`src/sv/pps_pkg.sv`:
```
`default_nettype none

package pps_pkg;

    // Sizing
    localparam int MAX_DIM    = 32;
    localparam int MAX_PIXELS = 1024;

    localparam int DIM_W   = $clog2(MAX_DIM);      // row / column counter
    localparam int DIMV_W  = DIM_W + 1;            // effective dimension, 1..MAX_DIM
    localparam int IDX_W   = $clog2(MAX_PIXELS);   // table address
    localparam int PROD_W  = DIM_W + DIMV_W;       // row * width + column
    localparam int FIELD_W = 10;                   // index fields on the channels
    localparam int VALUE_W = 32;
    localparam int CFG_W   = 6;
    localparam int CFG_IDX_W = 2;

    // Register indexes
    localparam logic [CFG_IDX_W-1:0] REG_MODE      = 2'd0;
    localparam logic [CFG_IDX_W-1:0] REG_DIRECTION = 2'd1;
    localparam logic [CFG_IDX_W-1:0] REG_HEIGHT    = 2'd2;
    localparam logic [CFG_IDX_W-1:0] REG_WIDTH     = 2'd3;

    // Opcodes
    localparam logic OP_LOAD = 1'b0;
    localparam logic OP_ELEM = 1'b1;

    // Mode / direction codes
    localparam logic MODE_FOLD  = 1'b0;
    localparam logic MODE_TABLE = 1'b1;
    localparam logic DIR_FWD    = 1'b0;
    localparam logic DIR_INV    = 1'b1;

    typedef struct packed {
        logic               opcode;
        logic [FIELD_W-1:0] entry_index;
        logic [FIELD_W-1:0] entry_target;
        logic [VALUE_W-1:0] element_value;
    } req_t;

    typedef struct packed {
        logic [FIELD_W-1:0] dest_index;
        logic [VALUE_W-1:0] out_value;
        logic               plane_last;
    } rsp_t;

    // Address generator result for the element at the current position
    typedef struct packed {
        logic               use_table;
        logic               inverse;
        logic [FIELD_W-1:0] fold_dest;
        logic [IDX_W-1:0]   tbl_addr;
        logic               plane_last;
    } pos_t;

    // 0 acts as 1, anything above MAX_DIM acts as MAX_DIM
    function automatic logic [DIMV_W-1:0] eff_dim(input logic [CFG_W-1:0] v);
        logic [DIMV_W-1:0] ret;
        if (v == '0)
            ret = DIMV_W'(1);
        else if (32'(v) > MAX_DIM)
            ret = DIMV_W'(MAX_DIM);
        else
            ret = DIMV_W'(v);
        return ret;
    endfunction

    // Fold-in from both ends: 2r if below n, else (n-1) - (2r - n); r < n
    function automatic logic [DIM_W-1:0] fold_fwd(input logic [DIM_W-1:0] r,
                                                   input logic [DIMV_W-1:0] n);
        logic [DIMV_W:0] t2;
        logic [DIMV_W:0] n2;
        logic [DIM_W-1:0] ret;
        t2 = (DIMV_W+1)'({r, 1'b0});
        n2 = {n, 1'b0};
        if (t2 < (DIMV_W+1)'(n))
            ret = DIM_W'(t2);
        else
            ret = DIM_W'(n2 - t2 - (DIMV_W+1)'(1));
        return ret;
    endfunction

    // Inverse fold: even r -> r/2, odd r -> n-1-r/2
    function automatic logic [DIM_W-1:0] fold_inv(input logic [DIM_W-1:0] r,
                                                   input logic [DIMV_W-1:0] n);
        logic [DIM_W-1:0] half;
        logic [DIM_W-1:0] ret;
        half = r >> 1;
        if (!r[0])
            ret = half;
        else
            ret = DIM_W'(n - DIMV_W'(half) - DIMV_W'(1));
        return ret;
    endfunction

endpackage

`default_nettype wire

```
`src/sv/pps_addr_gen.sv`:
```
`default_nettype none

module pps_addr_gen (
    input  wire logic                           clk,
    input  wire logic                           rst_n,
    input  wire logic                           cfg_we,
    input  wire logic [pps_pkg::CFG_IDX_W-1:0]  cfg_index,
    input  wire logic [pps_pkg::CFG_W-1:0]      cfg_data,
    input  wire logic                           step,
    output      pps_pkg::pos_t                  pos
);

    import pps_pkg::*;

    logic              mode_reg,   mode_next;
    logic              dir_reg,    dir_next;
    logic [DIMV_W-1:0] height_reg, height_next;
    logic [DIMV_W-1:0] width_reg,  width_next;
    logic [DIM_W-1:0]  row_reg,    row_next;
    logic [DIM_W-1:0]  col_reg,    col_next;

    logic [DIM_W-1:0]  sel_row;
    logic [DIM_W-1:0]  sel_col;
    logic [PROD_W-1:0] lin;
    logic [DIMV_W-1:0] col_inc;
    logic [DIMV_W-1:0] row_inc;
    logic              last_col;
    logic              last_row;

    // Row/col positions feeding the one multiplier: raw for tables, folded otherwise
    always_comb
    begin
        if (mode_reg == MODE_TABLE)
        begin
            sel_row = row_reg;
            sel_col = col_reg;
        end
        else if (dir_reg == DIR_FWD)
        begin
            sel_row = fold_fwd(row_reg, height_reg);
            sel_col = fold_fwd(col_reg, width_reg);
        end
        else
        begin
            sel_row = fold_inv(row_reg, height_reg);
            sel_col = fold_inv(col_reg, width_reg);
        end
    end

    assign lin = PROD_W'(sel_row) * PROD_W'(width_reg) + PROD_W'(sel_col);

    assign col_inc  = DIMV_W'(col_reg) + DIMV_W'(1);
    assign row_inc  = DIMV_W'(row_reg) + DIMV_W'(1);
    assign last_col = (col_inc >= width_reg);
    assign last_row = (row_inc >= height_reg);

    assign pos.use_table  = (mode_reg == MODE_TABLE);
    assign pos.inverse    = (dir_reg == DIR_INV);
    assign pos.fold_dest  = FIELD_W'(lin);
    assign pos.tbl_addr   = IDX_W'(lin);
    assign pos.plane_last = last_col && last_row;

    always_comb
    begin
        mode_next   = mode_reg;
        dir_next    = dir_reg;
        height_next = height_reg;
        width_next  = width_reg;
        row_next    = row_reg;
        col_next    = col_reg;
        if (cfg_we)
        begin
            unique case (cfg_index)
                REG_MODE:      mode_next = cfg_data[0];
                REG_DIRECTION: dir_next  = cfg_data[0];
                REG_HEIGHT:
                begin
                    height_next = eff_dim(cfg_data);
                    row_next    = '0;
                    col_next    = '0;
                end
                REG_WIDTH:
                begin
                    width_next = eff_dim(cfg_data);
                    row_next   = '0;
                    col_next   = '0;
                end
                default: ;
            endcase
        end
        else if (step)
        begin
            if (last_col)
            begin
                col_next = '0;
                row_next = last_row ? '0 : DIM_W'(row_inc);
            end
            else
            begin
                col_next = DIM_W'(col_inc);
            end
        end
    end

    always_ff @(posedge clk or negedge rst_n)
    begin
        if (!rst_n)
        begin
            mode_reg   <= MODE_FOLD;
            dir_reg    <= DIR_FWD;
            height_reg <= DIMV_W'(MAX_DIM);
            width_reg  <= DIMV_W'(MAX_DIM);
            row_reg    <= '0;
            col_reg    <= '0;
        end
        else
        begin
            mode_reg   <= mode_next;
            dir_reg    <= dir_next;
            height_reg <= height_next;
            width_reg  <= width_next;
            row_reg    <= row_next;
            col_reg    <= col_next;
        end
    end

endmodule

`default_nettype wire

```
`config.mk`:
```
export PLATFORM = sky130hd
export DESIGN_NAME = pps_addr_gen
export DESIGN_NICKNAME = d
export VERILOG_FILES = /design/src/sv/pps_pkg.sv /design/src/sv/pps_addr_gen.sv
export SDC_FILE = /design/constraint.sdc
export NUM_CORES = 1
export LEC_CHECK = 0
export BUFFER_PORTS_ARGS = -buffer_cell sky130_fd_sc_hd__buf_2
export CORE_ASPECT_RATIO = 0.7
export CORE_MARGIN = 2
export CORE_UTILIZATION = 55
export DETAILED_ROUTE_END_ITERATION = 10
export PLACE_DENSITY_LB_ADDON = 0.2
export RECOVER_POWER = 100
export SYNTH_ARGS = -nofsm -noshare
export SYNTH_HDL_FRONTEND = slang
export SYNTH_SLANG_ARGS = --single-unit
```
`constraint.sdc`:
```
create_clock -name clk -period 4.9 [get_ports clk]
set_input_delay 0.245 -clock clk [delete_from_list [all_inputs] [get_ports clk]]
set_output_delay 0.245 -clock clk [all_outputs]
set_load 0.005 [all_outputs]
```
### Word level (Yosys, flattened, before mapping)

Cells that the tools add are included.

| storage, ports and cells | value |
|---|---|
| register bits | 24 |
| input port bits | 12 |
| word-level logic and storage cells | 57 |

| operators by class | value |
|---|---|
| add/sub/neg operators | 11 |
| $mul | 1 |
| magnitude comparators | 5 |
| equal/unequal tests | 4 |
| multiplexer cells | 18 |
| reductions and logical operators | 12 |

Operator list:

| operator | count |
|---|---|
| $mux W5 | 16 |
| $sub A5 B1 Y5 const B | 4 |
| $add A5 B1 Y6 const B | 2 |
| $ge A6 B6 Y1 | 2 |
| $lt A6 B6 Y1 | 2 |
| $mux W6 | 2 |
| $add A10 B5 Y10 | 1 |
| $mul A5 B6 Y10 | 1 |
| $reduce_and A2 Y1 | 5 |
| $sub A5 B4 Y5 | 2 |
| $sub A5 B5 Y5 | 2 |
| $gt A6 B6 Y1 const B | 1 |
| $logic_not A6 Y1 | 1 |
| $eq A2 B2 Y1 const B | 2 |
| $reduce_bool A2 Y1 | 2 |
| $reduce_and A3 Y1 | 1 |
| $eq A2 B1 Y1 const B | 1 |
| $logic_not A2 Y1 | 1 |
| $ne A2 B2 Y1 const B | 1 |
| $reduce_or A2 Y1 | 1 |
| $logic_and A1 B1 Y1 | 1 |

### Depth between registers and ports, before layout

Gate-level depths: netlist of the first run.

| logic depth | value |
|---|---|
| depth after elaboration | 7 |
| mapped depth | 23 |
| mapped depth without buffers | 21 |

### Least setup slack after synthesis of the first run

OpenSTA, ideal clock, no wires.

| timing | value |
|---|---|
| kind | reg-to-output |
| from | register row_reg[1] |
| to | output pos[20] (netlist name) |
| data arrival time | 5.041 ns |
| data required time | 4.655 ns |
| path slack | -0.386 ns |
| cell stages (with the launch flop) | 22 |
| cell sequence | dfrtp_1 inv_1 ha_1 fa_1 a21o_1 a21oi_1 xnor2_1 o32ai_1 or2_1 and2_1 fa_1 fa_1 inv_1 fa_1 inv_1 ha_1 and2_1 o21ai_0 a31oi_1 xnor2_1 xnor2_1 buf_4 |

RTL lines:

| item | RTL line | source |
|---|---|---|
| from (decl) | pps_addr_gen.sv:19 | `logic [DIM_W-1:0] row_reg, row_next;` |
| from (signal assigned) | pps_addr_gen.sv:122 | `row_reg <= row_next;` |
| to (decl) | pps_addr_gen.sv:10 | `output pps_pkg::pos_t pos` |

==> out/qor.txt, run 1 <==
setup TNS = -1.502 ns
syn_nets = 495
RD Place Congestion = 0.9062
critical-path cell list = buf_6, fa_2, buf_4, xor2_1, nand2_1, o211ai_1, o31ai_1, mux2_4, nand2b_4, fa_2, fa_1, fa_1, inv_2, ha_4, nand4_1, a31oi_4, xnor2_2, xnor2_1, buf_2
Sink Count = 24
switching power = 0.8561 mW
CTS H-tree depth = 1
critical path endpoint category = output port
layout filler cell count = 479
post-route setup slack = -0.2546 ns
Crit Path Class = register to output port
Final Net Count = 576
share of the synthesized area in the top cell type = 20.21%
worst hold path endpoint = dir_reg$_DFFE_PN0P_
Slowest-stage cell, CP = fa_1
clock network power share = 6.9%
Post-synth top flop = dfrtp_1
final-report max-slew violation count = 0
placement-stage cell area = 4115 um^2
Clk pin slew, worst setup/hold paths = 0.08 ns
outcome = complete, but fails checks
Max Buffers Root-to-Sink = 2
r2r startpoint = row_reg[1]$_DFFE_PN0P_
Yosys reg bits = 24
R2R depth = 10
die area = 7085 um^2
residual DRC count = 0
Port Buffers = 34
vias per cell = 5.656
CTS tree = yes
warnings from Yosys = 0
final hold viol count = 0
crit-path max cell delay = 0.51 ns
RSZ-0062 raised after global routing = true
register area share after synthesis = 17.09%
Die W = 99.75 um
Initial Utilization = 56.78%
synth top area cells = ha_1 20%, dfrtp_1 16%, fa_1 11%
worst hold stages = 2
multi-input logic area = 2987 um^2
Crit path arrival time = 4.91 ns
Final Cycle Share = 105.2%
vias in the first global route = 3114
Register Area = 609.3 um^2
Vert. Die Dim = 71.03 um
Worst R2R Setup Slack = 2.23 ns
first-pass GRT wire length = 14.72 mm
Hold WC Path Type = input port to register
gr ovfl total = 0
crit path launch type = register
Yosys top cell by area = ha_1
combinational share of power = 78.4%
fraction of layout cells with a size suffix above 1 = 38.68%
final instance area = 4576 um^2
pre-CTS setup slack = -0.2136 ns
Flop pwr share = 14.7%
Synth Area per Inst = 8.694 um^2
initial antenna violation count = 0
Cell Area, Synth = 3530 um^2
post-route ant nets = 0
IO Pins = 35
Tightest Pin Transition = 1.261 ns
fmax = 194.0 MHz
Pleak = 2.200 nW
Tmin final = 5.155 ns
commonest non-fill, non-tap cells in the layout = 58 x buf_4, 47 x ha_1, 46 x nand2_1
clock latency on the worst-skew pair = 0.26 ns
required time of the critical path = 4.66 ns
Antenna diodes = 0
number of synthesized flops with an enable pin = 0
cells after synthesis = 406
asr flop ratio synth = 100.0%
Pwr Density = 418.5 nW/um^2
core area = 6216 um^2
commonest non-fill, non-tap cell in the layout = buf_4
slew margin rel. = 15.96%
1st-iter DRT viols = 140
largest net degree at the start of global routing = 25
Netlist cell types = 58
Site Rows = 24
CP max FO = 5
Initial DRT Pass Iterations = 4
Reg2Reg Capture Point = row_reg[0]$_DFFE_PN0P_
GRT Overall Usage = 25.65%
DR vias = 3190
Hold Startpoint = cfg_data[0]
Final Setup Violations = 10
WL per Instance = 16.12 um
Max Cap Viol = 0
Max VDD drop = 0.2037 mV
DRT Wirelength = 9.091 mm
violated checks = negative setup slack
sw frac = 44.71%
clk_skew = 0.002827 ns
HPWL Detailed = 7.093 mm
P&R area growth vs syn = 29.63%
Hold Slack = 0.2564 ns
CTS Buf Count = 3
Pint = 1.059 mW
Root Buffer = clkbuf_8
-- synth_stat cells (3+ instances only) --
library cell / n
ha_1: 57
inv_1: 47
nand2_1: 46
o21ai_0: 23
dfrtp_1: 22
fa_1: 20
xnor2_1: 16
a21oi_1: 15
buf_4: 12
nor2_1: 12
nand2b_1: 10
a21o_1: 9
and2_1: 9
nor3_1: 8
xor2_1: 8
clkbuf_1: 7
nand3_1: 7
nor2b_1: 7
mux2_2: 6
a31oi_1: 5
o31ai_1: 4
and4_1: 3
mux2i_1: 3
nand4_1: 3
o21a_1: 3
-- cell families (layout without fill, tap and decap cells) --
| group | after synthesis | count (layout) | share of synthesized area [%] |
|---|---|---|---|
| buffers and inverters | 68 | 148 | 8.543 |
| AO/OA/AOI/OAI | 88 | 88 | 17.41 |
| XOR/XNOR | 24 | 24 | 5.955 |
| AND/OR/NAND/NOR | 115 | 115 | 16.27 |
| multiplexers | 10 | 10 | 3.190 |
| adder cells (fa/ha/maj) | 77 | 77 | 31.55 |
| flip-flops | 24 | 24 | 17.09 |
-- worst max-delay path: cells and delay by family (launching register included) --
| family | cells | cell delay (ns) |
|---|---|---|
| AO/OA/AOI/OAI | 3 | 0.43 |
| XOR/XNOR | 3 | 0.41 |
| adder cells (fa/ha/maj) | 5 | 2.15 |
| buffers and inverters | 4 | 0.47 |
| flip-flops | 1 | 0.46 |
| multiplexers | 1 | 0.34 |
| AND/OR/NAND/NOR | 3 | 0.39 |
-- through the flow --
stage                     power (mW)  instances  util [%]
after floorplan                1.153        406         -
after detailed placement       1.528        550     66.20
after global routing           2.083        564     73.61
after global placement         1.485        550     66.20
final                          1.915        564     73.61
after CTS                      1.782        559     70.27
-- routing by layer --
layer	track usage, %	vias up	part of all wire [%]
met2	42.79	82	46
met5	0	-	0
met1	38.29	1548	49
li1	-	1556	-
met3	1.087	4	4.3
met4	3.501	0	0.35
-- how the worst max path moves through the flow --
stage | start | end | slack (ns) | depth (start not counted)
after CTS | height_reg[0]$_DFFE_PN0P_ | pos[19] | -0.36 | 19
after global placement | height_reg[5]$_DFFE_PN1P_ | pos[20] | -0.11 | 20
final | height_reg[1]$_DFFE_PN0P_ | pos[20] | -0.25 | 19
after global routing | height_reg[1]$_DFFE_PN0P_ | pos[19] | -0.44 | 20
after detailed placement | height_reg[5]$_DFFE_PN1P_ | pos[20] | -0.21 | 20
after floorplan | row_reg[0]$_DFFE_PN0P_ | pos[20] | -0.03 | 22
-- layout make-up --
class,instances,area share [%]
Inverter,48,3.938
Tap cell,78,2.133
Sequential cell,24,13.32
Multi-Input combinational cell,314,65.27
Clock buffer,4,1.203
Timing Repair Buffer,96,14.14
-- power by group through the flow --
stage	Combinational [mW]	Clock (mW)	Sequential, mW
floorplan	0.871	0	0.282
global placement	1.21	0	0.278
detailed placement	1.25	0	0.280
CTS	1.37	0.135	0.277
global route	1.66	0.143	0.283
finish	1.50	0.133	0.281
-- what timing repair did --
action,in CTS,in global routing
setup endpoints to repair,12,12
gates resized for setup,38,34
pin swaps,41,29
hold endpoints to repair,22,0
setup buffers,4,5
hold buffers,1,0
(Power assumes the default switching activity.)
==> run 2, diff against run 1 <==
--- a/config.mk
+++ b/config.mk
@@ -8,10 +8,11 @@
 export BUFFER_PORTS_ARGS = -buffer_cell sky130_fd_sc_hd__buf_2
 export CORE_ASPECT_RATIO = 0.7
 export CORE_MARGIN = 2
-export CORE_UTILIZATION = 55
+export CORE_UTILIZATION = 37
 export DETAILED_ROUTE_END_ITERATION = 10
 export PLACE_DENSITY_LB_ADDON = 0.2
 export RECOVER_POWER = 100
 export SYNTH_ARGS = -nofsm -noshare
 export SYNTH_HDL_FRONTEND = slang
 export SYNTH_SLANG_ARGS = --single-unit
+export TNS_END_PERCENT = 10
==> out/qor.txt, run 2 (synthesized netlist as in run 1, its figures left out) <==
Root Buffer = clkbuf_16
Vert. Die Dim = 85.72 um
Crit path arrival time = 4.90 ns
IO Pins = 35
CTS Buf Count = 3
sw frac = 42.71%
outcome = complete, but fails checks
vias in the first global route = 3050
vias per cell = 5.025
HPWL Detailed = 7.533 mm
CP max FO = 5
die area = 10350 um^2
clk_skew = 0.002718 ns
Port Buffers = 34
RSZ-0062 raised after global routing = true
Final Net Count = 577
DRT Wirelength = 9.285 mm
Initial Utilization = 38.45%
post-route ant nets = 0
Flop pwr share = 15.0%
final instance area = 4598 um^2
Pint = 1.101 mW
slew margin rel. = 15.40%
Site Rows = 29
CTS tree = yes
commonest non-fill, non-tap cells in the layout = 58 x buf_4, 48 x ha_1, 46 x nand2_1
Final Setup Violations = 10
Max Buffers Root-to-Sink = 2
Tightest Pin Transition = 1.269 ns
Hold Slack = 0.2944 ns
required time of the critical path = 4.66 ns
P&R area growth vs syn = 30.27%
WL per Instance = 15.20 um
post-route setup slack = -0.2478 ns
initial antenna violation count = 0
Max VDD drop = 0.1929 mV
pre-CTS setup slack = -0.2720 ns
fmax = 194.3 MHz
1st-iter DRT viols = 109
Crit Path Class = register to output port
residual DRC count = 0
clock network power share = 12.2%
final-report max-slew violation count = 0
placement-stage cell area = 4225 um^2
Pwr Density = 417.8 nW/um^2
Antenna diodes = 0
Initial DRT Pass Iterations = 4
Tmin final = 5.148 ns
violated checks = negative setup slack
Final Cycle Share = 105.1%
RD Place Congestion = 0.8385
Clk pin slew, worst setup/hold paths = 0.06 ns
setup TNS = -1.403 ns
critical path endpoint category = output port
combinational share of power = 72.8%
clock latency on the worst-skew pair = 0.26 ns
GRT Overall Usage = 18.38%
crit path launch type = register
Die W = 120.7 um
post-route insts no fill = 611
fraction of layout cells with a size suffix above 1 = 34.70%
largest net degree at the start of global routing = 25
Cells after DPL = 603
CTS H-tree depth = 1
final hold viol count = 0
switching power = 0.8205 mW
core area = 9180 um^2
Pleak = 2.204 nW
Hold WC Path Type = input port to register
Sink Count = 24
commonest non-fill, non-tap cell in the layout = buf_4
DR vias = 3070
first-pass GRT wire length = 15.17 mm
Max Cap Viol = 0
gr ovfl total = 0
## run 2: cell types whose count changed in the layout (fill, tap and decap cells not counted), moves of 2 or more
cell	change
a21oi_1	+3
a21oi_2	-3
clkbuf_1	+3
clkbuf_16	+3
clkbuf_8	-4
ha_4	-2
inv_1	+5
inv_2	-6
## run 2: power groups by stage
| stage | combinational, mW | clock [mW] | sequential, mW |
|---|---|---|---|
| floorplan | 0.871 | 0 | 0.282 |
| global placement | 1.24 | 0 | 0.285 |
| detailed placement | 1.26 | 0 | 0.285 |
| CTS | 1.39 | 0.239 | 0.285 |
| global route | 1.58 | 0.246 | 0.293 |
| finish | 1.40 | 0.235 | 0.288 |
## run 2: what timing repair did
| action | CTS | global route |
|---|---|---|
| hold buffers | 1 | 0 |
| resized for setup | 43 | 10 |
| buffers inserted | 3 | 0 |
| pin swaps | 39 | 27 |
| setup endpoints to repair | 12 | 12 |
| cloned | 0 | 0 |
| hold endpoints to repair | 22 | 0 |
## run 2: routing by layer
layer / vias up / wire length, um / share of wire, % / track usage, %
met3: 2 / 439 / 4.7 / 0.7979
met5: - / 0 / 0 / 0
met1: 1451 / 5048 / 54 / 29.49
li1: 1560 / - / - / -
met4: 0 / 17 / 0.18 / 2.220
met2: 57 / 3780 / 41 / 27.89
## run 2: worst max-delay path, stage by stage (launching register included)
cell      delay (ns)
dfrtp_2         0.40
inv_2           0.07
ha_4            0.16
fa_2            0.38
buf_4           0.14
xor2_1          0.12
nand2_1         0.06
o211ai_1        0.10
o31ai_1         0.11
mux2_4          0.33
nand2b_4        0.15
fa_1            0.52
fa_1            0.50
fa_1            0.50
inv_2           0.04
ha_4            0.27
nand4_1         0.11
a31oi_1         0.23
xnor2_1         0.16
xnor2_1         0.15
buf_2           0.14
## run 2: worst paths after layout
check	start	end	slack, ns	cells after the start
worst max-delay path	row_reg[1]$_DFFE_PN0P_	pos[20]	-0.25	20
worst min-delay path	cfg_data[0]	dir_reg$_DFFE_PN0P_	0.29	2
worst max register to register	col_reg[1]$_DFFE_PN0P_	row_reg[2]$_DFFE_PN0P_	2.04	10
worst min register to register	width_reg[2]$_DFFE_PN0P_	width_reg[2]$_DFFE_PN0P_	0.53	2
max in group asynchronous	rst_n	height_reg[0]$_DFFE_PN0P_	3.28	2
min in group asynchronous	rst_n	col_reg[2]$_DFFE_PN0P_	0.78	2
## run 2: area by class of cell
type	count	area, um^2
fill	898	4582
tap	124	155.1
sequential	24	609.3
clock buffer	3	75.07
multi-input combinational	314	2904
timing repair buffer	97	641.9
inverter	48	182.7
clock inverter	1	30.03
## run 2: metrics by stage
step,utilization [%],power (mW)
global placement,46.03,1.528
finish,50.09,1.921
detailed placement,46.03,1.543
CTS,49.67,1.912
floorplan,-,1.153
global route,50.09,2.120
==> run 3, diff against run 2 <==
==> constraint.sdc (replaced) <==
create_clock -name clk -period 4.9 [get_ports clk]
set_input_delay 0.245 -clock clk [delete_from_list [all_inputs] [get_ports clk]]
set_output_delay 0.245 -clock clk [all_outputs]
set_load 0.05 [all_outputs]
==> out/qor.txt, run 3 (synthesized netlist as in run 1, its figures left out) <==
fraction of layout cells with a size suffix above 1 = 36.36%
Tightest Pin Transition = 1.403 ns
Final Cycle Share = 108.3%
largest net degree at the start of global routing = 25
GRT Overall Usage = 19.04%
Pwr Density = 520.7 nW/um^2
switching power = 1.327 mW
Tmin final = 5.307 ns
clock latency on the worst-skew pair = 0.26 ns
Flop pwr share = 11.3%
outcome = complete, but fails checks
Pint = 1.209 mW
violated checks = negative setup slack
Root Buffer = clkbuf_16
post-route setup slack = -0.4069 ns
Register Area = 609.3 um^2
P&R area growth vs syn = 38.00%
combinational share of power = 79.4%
DR vias = 3180
Pleak = 2.308 nW
Crit Path Class = register to output port
Port Buffers = 34
CTS Buf Count = 3
Hold Slack = 0.2571 ns
placement-stage cell area = 4556 um^2
first-pass GRT wire length = 15.73 mm
fmax = 188.4 MHz
HPWL Detailed = 7.897 mm
GR Util met2 = 29.74%
core area = 9180 um^2
required time of the critical path = 4.66 ns
commonest non-fill, non-tap cells in the layout = 81 x buf_4, 50 x ha_1, 46 x nand2_1
Cells after DPL = 619
CTS H-tree depth = 1
WL per Instance = 14.77 um
CTS tree = yes
setup TNS = -2.912 ns
1st-iter DRT viols = 107
vias per cell = 5.048
Die W = 120.7 um
Crit path arrival time = 5.06 ns
crit path launch type = register
Max Buffers Root-to-Sink = 2
die area = 10350 um^2
CP max FO = 4
Site Rows = 29
final hold viol count = 0
layout filler cell count = 854
clock network power share = 9.3%
met1 Usage GRT = 29.68%
commonest non-fill, non-tap cell in the layout = buf_4
Antenna diodes = 0
residual DRC count = 0
RSZ-0062 raised after global routing = true
pre-CTS setup slack = -0.3328 ns
Initial DRT Pass Iterations = 4
DRT Wirelength = 9.307 mm
clk_skew = 0.001159 ns
initial antenna violation count = 0
Hold WC Path Type = input port to register
Vert. Die Dim = 85.72 um
multi-input logic area = 2972 um^2
sw frac = 52.34%
final-report max-slew violation count = 0
Final Setup Violations = 10
Final Net Count = 596
Max VDD drop = 0.2505 mV
vias in the first global route = 3130
slew margin rel. = 6.497%
RD Place Congestion = 0.8735
met3 Track Usage GR = 1.662%
final instance area = 4871 um^2
Worst R2R Setup Slack = 2.05 ns
post-route ant nets = 0
Sink Count = 24
grt peak-use layer = met2
Max Cap Viol = 0
Initial Utilization = 38.45%
IO Pins = 35
Clk pin slew, worst setup/hold paths = 0.06 ns
gr ovfl total = 0
post-route insts no fill = 630
critical path endpoint category = output port
## run 3: cell types whose count changed in the layout (fill, tap and decap cells not counted), sizes merged
cell / before / now
buf: 91 / 103
clkbuf: 8 / 15
## run 3: power by group through the flow
stage               registers, mW  clock network (mW)  logic [mW]
finish                      0.285               0.237        2.01
global route                0.290               0.252        2.20
CTS                         0.283               0.243        1.99
detailed placement          0.290                   0        1.88
global placement            0.289                   0        1.85
floorplan                   0.287                   0        1.48
## run 3: final timing paths
kind                                           startpoint                   endpoint  cells past startpoint
worst max-delay path            height_reg[0]$_DFFE_PN0P_                    pos[10]                     19
worst min-delay path                          cfg_data[0]        dir_reg$_DFFE_PN0P_                      2
worst max register to register     col_reg[0]$_DFFE_PN0P_     row_reg[0]$_DFFE_PN0P_                     11
worst min register to register   width_reg[2]$_DFFE_PN0P_   width_reg[2]$_DFFE_PN0P_                      2
max in group asynchronous                           rst_n  height_reg[2]$_DFFE_PN0P_                      2
min in group asynchronous                           rst_n     col_reg[2]$_DFFE_PN0P_                      2
## run 3: final cells by class
type                    count  area share [%]
clock buffers               3           1.541
clock inverters             1          0.6165
inverters                  48           3.750
multi-input cells         314           61.01
flip-flops and latches     24           12.51
well taps                 124           3.185
repair buffers            116           17.39
## run 3: routing by layer
layer,vias up,part of all wire (%)
met3,2,4.5
met4,0,0.15
met5,-,0
met2,65,42
li1,1594,-
met1,1519,53
## run 3: repair_timing
item / 4_1_cts / 5_1_grt
gates resized for setup: 26 / 15
endpoints found under the setup margin: 12 / 14
hold buffers: 1 / 0
setup buffers: 4 / 2
pin swaps: 9 / 17
hold endpoints to repair: 22 / 0
## run 3: critical path, cell delays in order, from the launching register on
cell     delay (ns)
dfrtp_2        0.46
ha_4           0.18
fa_2           0.35
a21o_1         0.22
a21oi_2        0.13
xnor2_1        0.13
o32ai_1        0.10
or2_1          0.28
and2_4         0.16
fa_1           0.45
fa_1           0.48
inv_1          0.05
fa_2           0.52
inv_2          0.04
ha_4           0.28
nand4_1        0.19
a31oi_4        0.27
xnor2_4        0.17
xnor2_4        0.15
buf_6          0.18
## run 3: per-stage QoR
stage | power [mW] | util [%]
3_3_place_gp | 2.139 | 49.63
6_report | 2.536 | 53.06
4_1_cts | 2.514 | 52.43
3_5_place_dp | 2.169 | 49.63
2_1_floorplan | 1.770 | -
5_1_grt | 2.745 | 53.06
